### src/rtl/dtn_pkg.sv
// ----------------------------------------------------------------------------
// dtn_pkg: shared types, constants and calendar tables
// Widths, divisor and reciprocal constants, the month-start table and the
// leap rule used by the date and time normalizer and its divider.
// ----------------------------------------------------------------------------
package dtn_pkg;

  localparam int DivW   = 41;
  localparam int DsrW   = 26;
  localparam int QuoW   = 16;
  localparam int QW     = QuoW + 2;
  localparam int YearW  = 17;
  localparam int YdayW  = 20;
  localparam int HourW  = 19;
  localparam int MinW   = 22;
  localparam int MicroShift = 8;

  localparam logic [DsrW-1:0] MicrosPerMin = DsrW'(60000000);
  localparam logic [DsrW-1:0] MinPerHour   = DsrW'(60);
  localparam logic [DsrW-1:0] HourPerDay   = DsrW'(24);
  localparam logic [DsrW-1:0] MonPerYear   = DsrW'(12);
  localparam logic [DsrW-1:0] LeapCycle    = DsrW'(400);
  localparam logic [DsrW-1:0] MicrosRed    = DsrW'(234375);
  localparam logic [YearW-1:0] CenturyBase = YearW'(1900);

  localparam logic [31:0] RecipMicros = 32'd18325;
  localparam logic [31:0] RecipMin    = 32'd71582788;
  localparam logic [31:0] RecipHour   = 32'd178956970;
  localparam logic [31:0] RecipMon    = 32'd357913941;
  localparam logic [31:0] RecipCycle  = 32'd10737418;

  typedef struct packed {
    logic                   done;
    logic signed [QW-1:0]   quo;
    logic [DsrW-1:0]        rem;
  } div_res_t;

  function automatic logic [8:0] month_start(input logic leap, input logic [3:0] mon);
    logic [8:0] v;
    case (mon)
      4'd2:    v = 9'd31;
      4'd3:    v = 9'd59;
      4'd4:    v = 9'd90;
      4'd5:    v = 9'd120;
      4'd6:    v = 9'd151;
      4'd7:    v = 9'd181;
      4'd8:    v = 9'd212;
      4'd9:    v = 9'd243;
      4'd10:   v = 9'd273;
      4'd11:   v = 9'd304;
      4'd12:   v = 9'd334;
      4'd13:   v = 9'd365;
      default: v = 9'd0;
    endcase
    if (leap && mon > 4'd2) begin
      v = v + 9'd1;
    end
    return v;
  endfunction

  function automatic logic leap_of(input logic [8:0] ymod);
    return (ymod[1:0] == 2'b00) && (ymod != 9'd100) && (ymod != 9'd200) &&
           (ymod != 9'd300);
  endfunction

endpackage

### src/rtl/dtn_div.sv
// ----------------------------------------------------------------------------
// dtn_div: shared floor divider
// Divides a signed value by one of the constant divisors through a shared
// reciprocal multiplier in a reciprocal step and a back-multiply step, with one
// correction step and a floor correction for negative dividends.
// ----------------------------------------------------------------------------
module dtn_div (
  input  logic                          clk,
  input  logic                          rst,
  input  logic                          start,
  input  logic signed [dtn_pkg::DivW-1:0] dividend,
  input  logic [dtn_pkg::DsrW-1:0]      divisor,
  output dtn_pkg::div_res_t             res
);
  import dtn_pkg::*;

  typedef enum logic [2:0] {
    STEP_RECIP = 3'b001,
    STEP_BACK  = 3'b010,
    STEP_FIX   = 3'b100
  } step_t;

  step_t                 step;
  logic                  busy;
  logic                  done;
  logic                  neg;
  logic                  scaled;
  logic [MicroShift-1:0] low;
  logic [31:0]           mag;
  logic [31:0]           recip;
  logic [DsrW-1:0]       dsr;
  logic [DsrW-1:0]       dsr_red;
  logic [QuoW-1:0]       quo;
  logic [32:0]           rem;
  logic [DsrW-1:0]       rem_full;

  logic [DivW-1:0]       abs_in;
  logic [31:0]           recip_sel;
  logic [DsrW-1:0]       red_sel;
  logic                  scaled_sel;
  logic [31:0]           mul_a;
  logic [31:0]           mul_b;
  logic [63:0]           prod;

  assign abs_in   = dividend[DivW-1] ? -dividend : dividend;
  assign mul_a    = (step == STEP_BACK) ? {{(32-QuoW){1'b0}}, quo} : mag;
  assign mul_b    = (step == STEP_BACK) ? {{(32-DsrW){1'b0}}, dsr_red} : recip;
  assign prod     = {32'd0, mul_a} * {32'd0, mul_b};
  assign rem_full = scaled ? {rem[DsrW-MicroShift-1:0], low} : rem[DsrW-1:0];

  always_comb begin
    case (divisor)
      MicrosPerMin: begin
        recip_sel  = RecipMicros;
        red_sel    = MicrosRed;
        scaled_sel = 1'b1;
      end
      MinPerHour: begin
        recip_sel  = RecipMin;
        red_sel    = divisor;
        scaled_sel = 1'b0;
      end
      HourPerDay: begin
        recip_sel  = RecipHour;
        red_sel    = divisor;
        scaled_sel = 1'b0;
      end
      MonPerYear: begin
        recip_sel  = RecipMon;
        red_sel    = divisor;
        scaled_sel = 1'b0;
      end
      LeapCycle: begin
        recip_sel  = RecipCycle;
        red_sel    = divisor;
        scaled_sel = 1'b0;
      end
      default: begin
        recip_sel  = '0;
        red_sel    = divisor;
        scaled_sel = 1'b0;
      end
    endcase
  end

  always_ff @(posedge clk) begin
    if (rst) begin
      busy <= 1'b0;
      done <= 1'b0;
    end else if (start) begin
      busy    <= 1'b1;
      done    <= 1'b0;
      step    <= STEP_RECIP;
      neg     <= dividend[DivW-1];
      scaled  <= scaled_sel;
      mag     <= scaled_sel ? abs_in[MicroShift +: 32] : abs_in[31:0];
      low     <= abs_in[MicroShift-1:0];
      recip   <= recip_sel;
      dsr     <= divisor;
      dsr_red <= red_sel;
      quo     <= '0;
      rem     <= '0;
    end else if (busy) begin
      case (step)
        STEP_RECIP: begin
          quo  <= prod[32 +: QuoW];
          step <= STEP_BACK;
        end
        STEP_BACK: begin
          rem  <= {1'b0, mag} - {1'b0, prod[31:0]};
          step <= STEP_FIX;
        end
        STEP_FIX: begin
          if (rem >= {{(33-DsrW){1'b0}}, dsr_red}) begin
            quo <= quo + QuoW'(1);
            rem <= rem - {{(33-DsrW){1'b0}}, dsr_red};
          end
          busy <= 1'b0;
          done <= 1'b1;
        end
        default: begin
          busy <= 1'b0;
          done <= 1'b1;
        end
      endcase
    end else begin
      done <= 1'b0;
    end
  end

  always_comb begin
    res.done = done;
    if (neg && rem_full != '0) begin
      res.quo = -(QW'(quo) + QW'(1));
      res.rem = dsr - rem_full;
    end else if (neg) begin
      res.quo = -QW'(quo);
      res.rem = '0;
    end else begin
      res.quo = QW'(quo);
      res.rem = rem_full;
    end
  end

endmodule

### src/rtl/date_time_normalizer.sv
// ----------------------------------------------------------------------------
// date_time_normalizer: Gregorian date and time normalization
// Brings out-of-range date and time fields into range with carries, using a
// shared floor divider, a year stepper and a month search.
// ----------------------------------------------------------------------------
// Channel  Direction  Handshake           Payload
// in       input      in_valid/in_ready   year_in .. micros_in
// out      output     out_valid/out_ready year_out .. micros_out
//
// One transaction takes five divider passes, one step of the year stepper per
// whole year stepped (up to about 200), and a month search over up to 12 months.
// The shared divider and the one-year-per-cycle stepper set the latency.
// Reset clears the sequencer, the divider control and out_valid.
// The result waits in output registers; a new transaction may be accepted
// while it waits, and the next result stalls only until it is taken.
module date_time_normalizer (
  input  logic               clk,
  input  logic               rst,
  input  logic               in_valid,
  output logic               in_ready,
  input  logic [13:0]        year_in,
  input  logic signed [12:0] month_in,
  input  logic signed [16:0] day_in,
  input  logic signed [16:0] hour_in,
  input  logic signed [20:0] minute_in,
  input  logic signed [39:0] micros_in,
  output logic               out_valid,
  input  logic               out_ready,
  output logic signed [14:0] year_out,
  output logic [3:0]         month_out,
  output logic [4:0]         day_out,
  output logic [8:0]         day_of_year,
  output logic [4:0]         hour_out,
  output logic [5:0]         minute_out,
  output logic [25:0]        micros_out
);
  import dtn_pkg::*;

  typedef enum logic [4:0] {
    ST_IDLE  = 5'b00001,
    ST_DIV   = 5'b00010,
    ST_YEAR  = 5'b00100,
    ST_MSRCH = 5'b01000,
    ST_DONE  = 5'b10000
  } state_t;

  typedef enum logic [4:0] {
    PH_MONTH = 5'b00001,
    PH_YMOD  = 5'b00010,
    PH_SEC   = 5'b00100,
    PH_MIN   = 5'b01000,
    PH_HOUR  = 5'b10000
  } phase_t;

  state_t                   state;
  phase_t                   phase;
  logic                     div_start;
  logic signed [DivW-1:0]   dividend;
  logic [DsrW-1:0]          divisor;
  div_res_t                 dres;

  logic signed [12:0]       month_raw;
  logic [3:0]               mon;
  logic signed [16:0]       mday;
  logic signed [YearW-1:0]  year;
  logic [8:0]               ymod;
  logic signed [YdayW-1:0]  yday;
  logic signed [HourW-1:0]  hour;
  logic signed [MinW-1:0]   minute;
  logic signed [DivW-1:0]   micros;

  logic                     leap;
  logic [8:0]               ymod_dec;
  logic [8:0]               ndays;
  logic [8:0]               ndays_dec;
  logic [8:0]               ms_next;

  assign in_ready  = (state == ST_IDLE);
  assign leap      = leap_of(ymod);
  assign ymod_dec  = (ymod == 9'd0) ? 9'd399 : ymod - 9'd1;
  assign ndays     = leap ? 9'd366 : 9'd365;
  assign ndays_dec = leap_of(ymod_dec) ? 9'd366 : 9'd365;
  assign ms_next   = month_start(leap, mon + 4'd1);

  always_comb begin
    case (phase)
      PH_MONTH: begin
        dividend = {{(DivW-13){month_raw[12]}}, month_raw} - DivW'(1);
        divisor  = MonPerYear;
      end
      PH_YMOD: begin
        dividend = {{(DivW-YearW){year[YearW-1]}}, year};
        divisor  = LeapCycle;
      end
      PH_SEC: begin
        dividend = micros;
        divisor  = MicrosPerMin;
      end
      PH_MIN: begin
        dividend = {{(DivW-MinW){minute[MinW-1]}}, minute};
        divisor  = MinPerHour;
      end
      PH_HOUR: begin
        dividend = {{(DivW-HourW){hour[HourW-1]}}, hour};
        divisor  = HourPerDay;
      end
      default: begin
        dividend = '0;
        divisor  = MonPerYear;
      end
    endcase
  end

  dtn_div u_div (
    .clk      (clk),
    .rst      (rst),
    .start    (div_start),
    .dividend (dividend),
    .divisor  (divisor),
    .res      (dres)
  );

  always_ff @(posedge clk) begin
    if (rst) begin
      state     <= ST_IDLE;
      phase     <= PH_MONTH;
      div_start <= 1'b0;
      out_valid <= 1'b0;
    end else begin
      div_start <= 1'b0;
      if (out_valid && out_ready) begin
        out_valid <= 1'b0;
      end
      case (state)
        ST_IDLE: begin
          if (in_valid) begin
            month_raw <= month_in;
            mday      <= day_in;
            hour      <= {{(HourW-17){hour_in[16]}}, hour_in};
            minute    <= {{(MinW-21){minute_in[20]}}, minute_in};
            micros    <= {micros_in[39], micros_in};
            year      <= (year_in < 14'd100) ? YearW'(year_in) + CenturyBase
                                             : YearW'(year_in);
            phase     <= PH_MONTH;
            div_start <= 1'b1;
            state     <= ST_DIV;
          end
        end
        ST_DIV: begin
          if (dres.done) begin
            case (phase)
              PH_MONTH: begin
                year      <= year + dres.quo[YearW-1:0];
                mon       <= dres.rem[3:0] + 4'd1;
                phase     <= PH_YMOD;
                div_start <= 1'b1;
              end
              PH_YMOD: begin
                ymod      <= dres.rem[8:0];
                yday      <= {{(YdayW-9){1'b0}}, month_start(leap_of(dres.rem[8:0]), mon)}
                             + {{(YdayW-17){mday[16]}}, mday};
                phase     <= PH_SEC;
                div_start <= 1'b1;
              end
              PH_SEC: begin
                minute    <= minute + {{(MinW-QW){dres.quo[QW-1]}}, dres.quo};
                micros    <= {{(DivW-DsrW){1'b0}}, dres.rem};
                phase     <= PH_MIN;
                div_start <= 1'b1;
              end
              PH_MIN: begin
                hour      <= hour + {{(HourW-QW){dres.quo[QW-1]}}, dres.quo};
                minute    <= dres.rem[MinW-1:0];
                phase     <= PH_HOUR;
                div_start <= 1'b1;
              end
              PH_HOUR: begin
                yday      <= yday + {{(YdayW-QW){dres.quo[QW-1]}}, dres.quo};
                hour      <= {{(HourW-5){1'b0}}, dres.rem[4:0]};
                state     <= ST_YEAR;
              end
              default: begin
                state <= ST_IDLE;
              end
            endcase
          end
        end
        ST_YEAR: begin
          if (yday > $signed({{(YdayW-9){1'b0}}, ndays})) begin
            year <= year + YearW'(1);
            ymod <= (ymod == 9'd399) ? 9'd0 : ymod + 9'd1;
            yday <= yday - $signed({{(YdayW-9){1'b0}}, ndays});
          end else if (yday < $signed(YdayW'(1))) begin
            year <= year - YearW'(1);
            ymod <= ymod_dec;
            yday <= yday + $signed({{(YdayW-9){1'b0}}, ndays_dec});
          end else begin
            mon   <= 4'd1;
            state <= ST_MSRCH;
          end
        end
        ST_MSRCH: begin
          if (mon < 4'd12 && yday[8:0] > ms_next) begin
            mon <= mon + 4'd1;
          end else begin
            mday  <= {8'd0, yday[8:0] - month_start(leap, mon)};
            state <= ST_DONE;
          end
        end
        ST_DONE: begin
          if (!out_valid || out_ready) begin
            year_out    <= year[14:0];
            month_out   <= mon;
            day_out     <= mday[4:0];
            day_of_year <= yday[8:0];
            hour_out    <= hour[4:0];
            minute_out  <= minute[5:0];
            micros_out  <= micros[25:0];
            out_valid   <= 1'b1;
            state       <= ST_IDLE;
          end
        end
        default: begin
          state <= ST_IDLE;
        end
      endcase
    end
  end

endmodule

### config.mk
export PLATFORM = sky130hd
export DESIGN_NAME = date_time_normalizer
export DESIGN_NICKNAME = d
export VERILOG_FILES = /design/src/rtl/dtn_pkg.sv /design/src/rtl/dtn_div.sv /design/src/rtl/date_time_normalizer.sv
export SDC_FILE = /design/constraint.sdc
export NUM_CORES = 2
export LEC_CHECK = 0
export ABC_AREA = 1
export BUFFER_PORTS_ARGS = -buffer_cell sky130_fd_sc_hd__clkbuf_2
export CAP_MARGIN = 20
export CORE_UTILIZATION = 64
export DETAILED_ROUTE_END_ITERATION = 7
export PLACE_DENSITY_LB_ADDON = 0.2
export SKIP_CTS_REPAIR_TIMING = 1
export SYNTH_ARGS = -nofsm -noshare
export SYNTH_HDL_FRONTEND = slang
export SYNTH_HIERARCHICAL = 1
export SYNTH_SLANG_ARGS = --single-unit
### constraint.sdc
create_clock -name clk -period 17.6 [get_ports clk]
set_input_delay 3.52 -clock clk [delete_from_list [all_inputs] [get_ports clk]]
set_output_delay 3.52 -clock clk [all_outputs]
set_load 0.05 [all_outputs]
# Word-level counts from Yosys, hierarchy flattened
# Memory sizes are Yosys's and may differ from the RTL's. A register that Yosys moved wholly into a read port is not among the register bits.
# Cells that the tools add are included.
# totals
regBits,424
latch_bits,0
mem_bits_rw,0
mem_bits_ro,432
inputBits,126
out_inout_bits,72
wordCells,270
memories,3
# mem_list
name,depth,word_bits,rd,rd_clocked_by_memory_dff,wr,line_no,source
(name not given),16,9,1,0,0,dtn_pkg.sv:40,case (mon)
(name not given),16,9,1,1,0,dtn_pkg.sv:40,
(name not given),16,9,1,1,0,dtn_pkg.sv:40,
# op_classes
n_addsub,27
mul,1
n_div,0
n_lt_le_gt_ge,8
n_eq_ne,45
shifts,0
n_mux,102
bitwise,2
n_reduce_logical,50
# op_table
cell,n
2-to-1 mux 9 bit,23
case mux 41 bit (5 select lines),1
case mux 29 bit (5 select lines),1
2-to-1 mux 41 bit,3
2-to-1 mux 17 bit,7
case mux 26 bit (4 select lines),1
2-to-1 mux 32 bit,3
2-to-1 mux 44 bit,2
case mux 22 bit (2 select lines),2
case mux 41 bit (2 select lines),1
case mux 20 bit (2 select lines),2
case mux 19 bit (2 select lines),2
2-to-1 mux 33 bit,2
case mux 33 bit (2 select lines),1
2-to-1 mux 20 bit,3
case mux 17 bit (3 select lines),1
multiplier 32 x 32 -> 48 bit,1
2-to-1 mux 22 bit,2
2-to-1 mux 40 bit,1
2-to-1 mux 5 bit,8
negation 40 bit,1
2-to-1 mux 19 bit,2
adder 9 x 1 -> 9 bit (second input constant),4
case mux 17 bit (2 select lines),1
other kinds (84),160

# Depth between registers and ports, before layout
# depth
depth_word,19
ltp_mapped,45
mapped_depth_nobuf,42

# Modules after synthesis
# Netlist, hierarchy kept.
# by_module_without_submodules
module,instances,cells_each,area_per_inst_um2,seq_area_each_um2
dtn_div,1,5405,41424.7,4754.6
date_time_normalizer,1,2626,19713.9,7357.1

# Least setup slack after synthesis
# OpenSTA, ideal clock, no wires.
# synth_timing
path_kind,input to register
startpoint,input port rst
endpoint,"register day_of_year[0], enable pin"
setup_time_ns,0.584
arrival_time_ns,8.518
required_time_ns,17.016
slack_ns,8.498
stages,2
path_buffers,1
cell_sequence,buf_1 > nor3_1
# synth_via
elab_chain_cells,2
# synth_lines
item,line_no,source
start: declaration,date_time_normalizer.sv:18,"input logic rst,"
inverter 1 bit (no line),-,
AND reduction 3 bit (no line),-,
end signal: assignment,date_time_normalizer.sv:215,day_of_year <= yday[8:0];
end: declaration,date_time_normalizer.sv:32,"output logic [8:0] day_of_year,"
# No other way between the ends.
# A chain may end at the register's enable or synchronous reset.

# Worst setup path in the final report
# layout_timing
startpoint,register u_div.step[1]
endpoint,register u_div.rem[31] (data pin)
# layout_via
elab_chain_cells,6
elab_cells_between_ends,8
classes_between,add/sub (1); mul (1); eq/ne (2); mux (4)
# layout_lines
item,line_no,source
start: declaration,dtn_div.sv:23,step_t step;
start signal: assignment,dtn_div.sv:93,step <= STEP_RECIP;
start signal: assignment,dtn_div.sv:107,step <= STEP_BACK;
start signal: assignment,dtn_div.sv:111,step <= STEP_FIX;
equality test 3 x 2 -> 1 bit,"dtn_div.sv:46, dtn_div.sv:47, dtn_div.sv:104",
2-to-1 mux 32 bit (on tied branches),"dtn_div.sv:46, dtn_div.sv:47",
multiplier 32 x 32 -> 48 bit,dtn_div.sv:48,"assign prod = {32'd0, mul_a} * {32'd0, mul_b};"
subtractor 32 x 32 -> 33 bit,dtn_div.sv:110,"rem <= {1'b0, mag} - {1'b0, prod[31:0]};"
case mux 33 bit (2 select lines) *,dtn_div.sv:104,case (step)
2-to-1 mux 33 bit *,dtn_div.sv:103,end else if (busy) begin
end signal: assignment,dtn_div.sv:110,
end signal: assignment,dtn_div.sv:116,"rem <= rem - {{(33-DsrW){1'b0}}, dsr_red};"
end: declaration,dtn_div.sv:34,logic [32:0] rem;
# Every way passes the cells marked *; elsewhere a longest branch is shown, timed or not. The select of a mux whose other input is x is not followed.

==> flow_summary.toml <==
[run_status]
status = "finished clean"

[sta]
post-route-period-util_pct = 65.6
finalSetupTns_ns = 0
hold_viol_final = 0
setup_violations = 0
finalMaxSlewViolations = 0
rsz0062_at_grt = "false"
worstMarginPinSlew_ns = 1.21
min_period_ns = 11.54
timing.fmax_ghz = 0.0867
skew_ns = 0.0237
slew_headroom_pct = 18.4

[clock_network]
htreeDepth = 2
root_buffer = "clkbuf_16"
path_clk_slew_ns = 0.07
cts_tree = "built"
clock_latency_ns = 0.61
numCtsBuffers = 41
cts_sinks = 411
clk_path_buf_depth = 3

[place]
gp_congestion = 1.09
hpwl_mm = 185
portBuffers = 197

[routing]
avgRoutedWirePerCell_um = 24.1
drtAntennaViolNets = 0
totalWireLength_mm = 228
vias = 57985
drt_iter0_drc = 7471
vias_per_cell = 6.13
drt-pass1-iter-count = 7
drc = 0

[synthesis]
synth_compound_area_share_pct = 11.0
async_flop_share_pct = 0
synthCells = 8031
synth.distinct_cells = 73
yosysTopAreaCellShare_pct = 24.3
synth_edf_count = 388
ys_ff_latch = 411
syn_area_per_cell_sq_um = 7.61
synthMuxAreaShare_pct = 0.147
yosysMostFrequentCell = "nand2_1"
synthTopCellsByCount = "nand2_1, inv_1, nor2_1"
synthXorXnorAreaFrac_pct = 2.68
ys.flop_type = "edfxtp_1"
synth_area_leaders = "fa_1, edfxtp_1, nand2_1"
seq_area_frac_synth_pct = 19.8
ys_warn_count = 6
synth_fa_ha_area_share_pct = 32.9
synthSimpleGateAreaFrac_pct = 21.7
synth_top_area_cell = "fa_1"
netlist_area_sq_um = 61100
synth_top_family_by_area = "adder cells"

[global_route]
antenna_found_initial = 4
met1_usage_pct = 56.2
grt_max_degree = 90
grt.busiest_layer = "met2"
grt_pass1_wl_mm = 342
use_met2_pct = 72.5
grt_pass1_vias = 57276
grt.overflow.total = 0
track_usage_pct = 46.9
use_met3_pct = 11.5

[floorplan]
initial_utilization_pct = 65.0
num_rows = 112
core-area_sq_um = 94000
die_x_um = 311
die_height_um = 311
dieArea_sq_um = 96800
io-pin-count = 198

[cells_and_area]
nFillCells = 7806
nets = 9466
area_delta_synth_final_pct = 6.29
drive_gt1_share_pct = 5.96

[critical_path]
critPathKind = "register to register"
path_buf_inv = 10
start_kind = "register"
cp-startpoint = "u_div/step[1]"
required_ns = 17.93
cp_slowest_cell = "nor2_1"
critPathMaxStageDelay_ns = 0.99
crit_arrival_ns = 11.87
endpoint_kind = "register"
path_max_fanout = 63
path_delay_family = "adder cells"
reg2reg_from = "u_div/step[1]"

[flow_run]
drv_cap = 0

[min_path]
min_from = "micros[24]"
hold_path_class = "register to register"
sequential cells by signal, indices dropped and copies added (netlist names), 5 cells and up, named ones only:
register       cells
day_out            5
state              5
hour_out           5
day_of_year        9
u_div/quo         16
month_raw         13
yday              20
micros_out        26
u_div/dsr         26
mday              17
u_div/recip       11
u_div/rem         33
phase              5
ymod               9
u_div/low          8
year              17
minute            22
u_div/dsr_red     26
minute_out         6
hour              19
year_out          15
micros            40
u_div/mag         32
logic make-up (layout without fill, tap and decap cells):
family / after synthesis / after routing
buf+inv: 1880 / 2014
xor+xnor: 184 / 184
other cells: 1 / 47
mux: 9 / 9
simple gates: 3188 / 3188
compound gates: 1195 / 1195
flops: 411 / 411
fa+ha+maj: 1163 / 1163
per-layer routing:
| layer | wire (um) | share of wire (%) |
|---|---|---|
| met2 | 99600 | 44 |
| met5 | 15 | 0.0066 |
| met4 | 22900 | 10 |
| met3 | 27100 | 12 |
| met1 | 78500 | 34 |
layout make-up:
cell class,instances,area [sq um],area share [%]
clock inverters,29,343,0.528
inverters,1656,6220,9.57
flip-flops and latches,411,12100,18.6
well taps,1254,1570,2.41
multi-input cells,5783,42000,64.7
clock buffers,45,1060,1.63
repair buffers,284,1650,2.54
diodes,3,7.51,0.0116
final timing paths:
path / to / slack (ns) / cells after the start
max reg2reg: u_div/rem[31] / 6.06 / 37
max: u_div/rem[31] / 6.06 / 37
min: micros_out[24] / 0.45 / 0
min reg2reg: micros_out[24] / 0.45 / 0
metrics by stage:
stage | worst slack (ns) | hold WS (ns) | area (sq um) | util (%) | cells
floorplan | 8.50 | 0.420 | 61300 | - | 8074
global placement | 6.58 | 0.433 | 63500 | 67.6 | 9384
detailed placement | 6.40 | 0.436 | 63500 | 67.6 | 9385
CTS | 6.34 | 0.451 | 64900 | 69.1 | 9459
global route | 5.47 | 0.466 | 65000 | 69.1 | 9462
finish | 6.06 | 0.451 | 65000 | 69.1 | 9465
layout by cell type, fill, tap and decap left out, drive strengths merged, types with 11 or more instances in the layout:
cell / synthesis / layout
xor2: 130 / 130
nand2: 1730 / 1730
nand3: 352 / 352
a31oi: 32 / 32
o211ai: 33 / 33
edfxtp: 388 / 388
o21ai: 495 / 495
nor4: 41 / 41
a21o: 35 / 35
nand3b: 18 / 18
fa: 742 / 742
buf: 71 / 86
o21bai: 24 / 24
o21a: 14 / 14
a22o: 12 / 12
a21oi: 456 / 456
or2: 25 / 25
nand4: 88 / 88
o22ai: 19 / 19
clkbuf: 153 / 243
ha: 421 / 421
inv: 1642 / 1649
a21boi: 15 / 15
conb: 1 / 44
xnor2: 54 / 54
nor2: 832 / 832
dfxtp: 23 / 23
clkinv: 14 / 25
a221oi: 11 / 11
nor3: 89 / 89
Power is left out: the tool's default activity adds up to more than one toggle a clock period on the data nets, which glitch-free logic cannot reach.
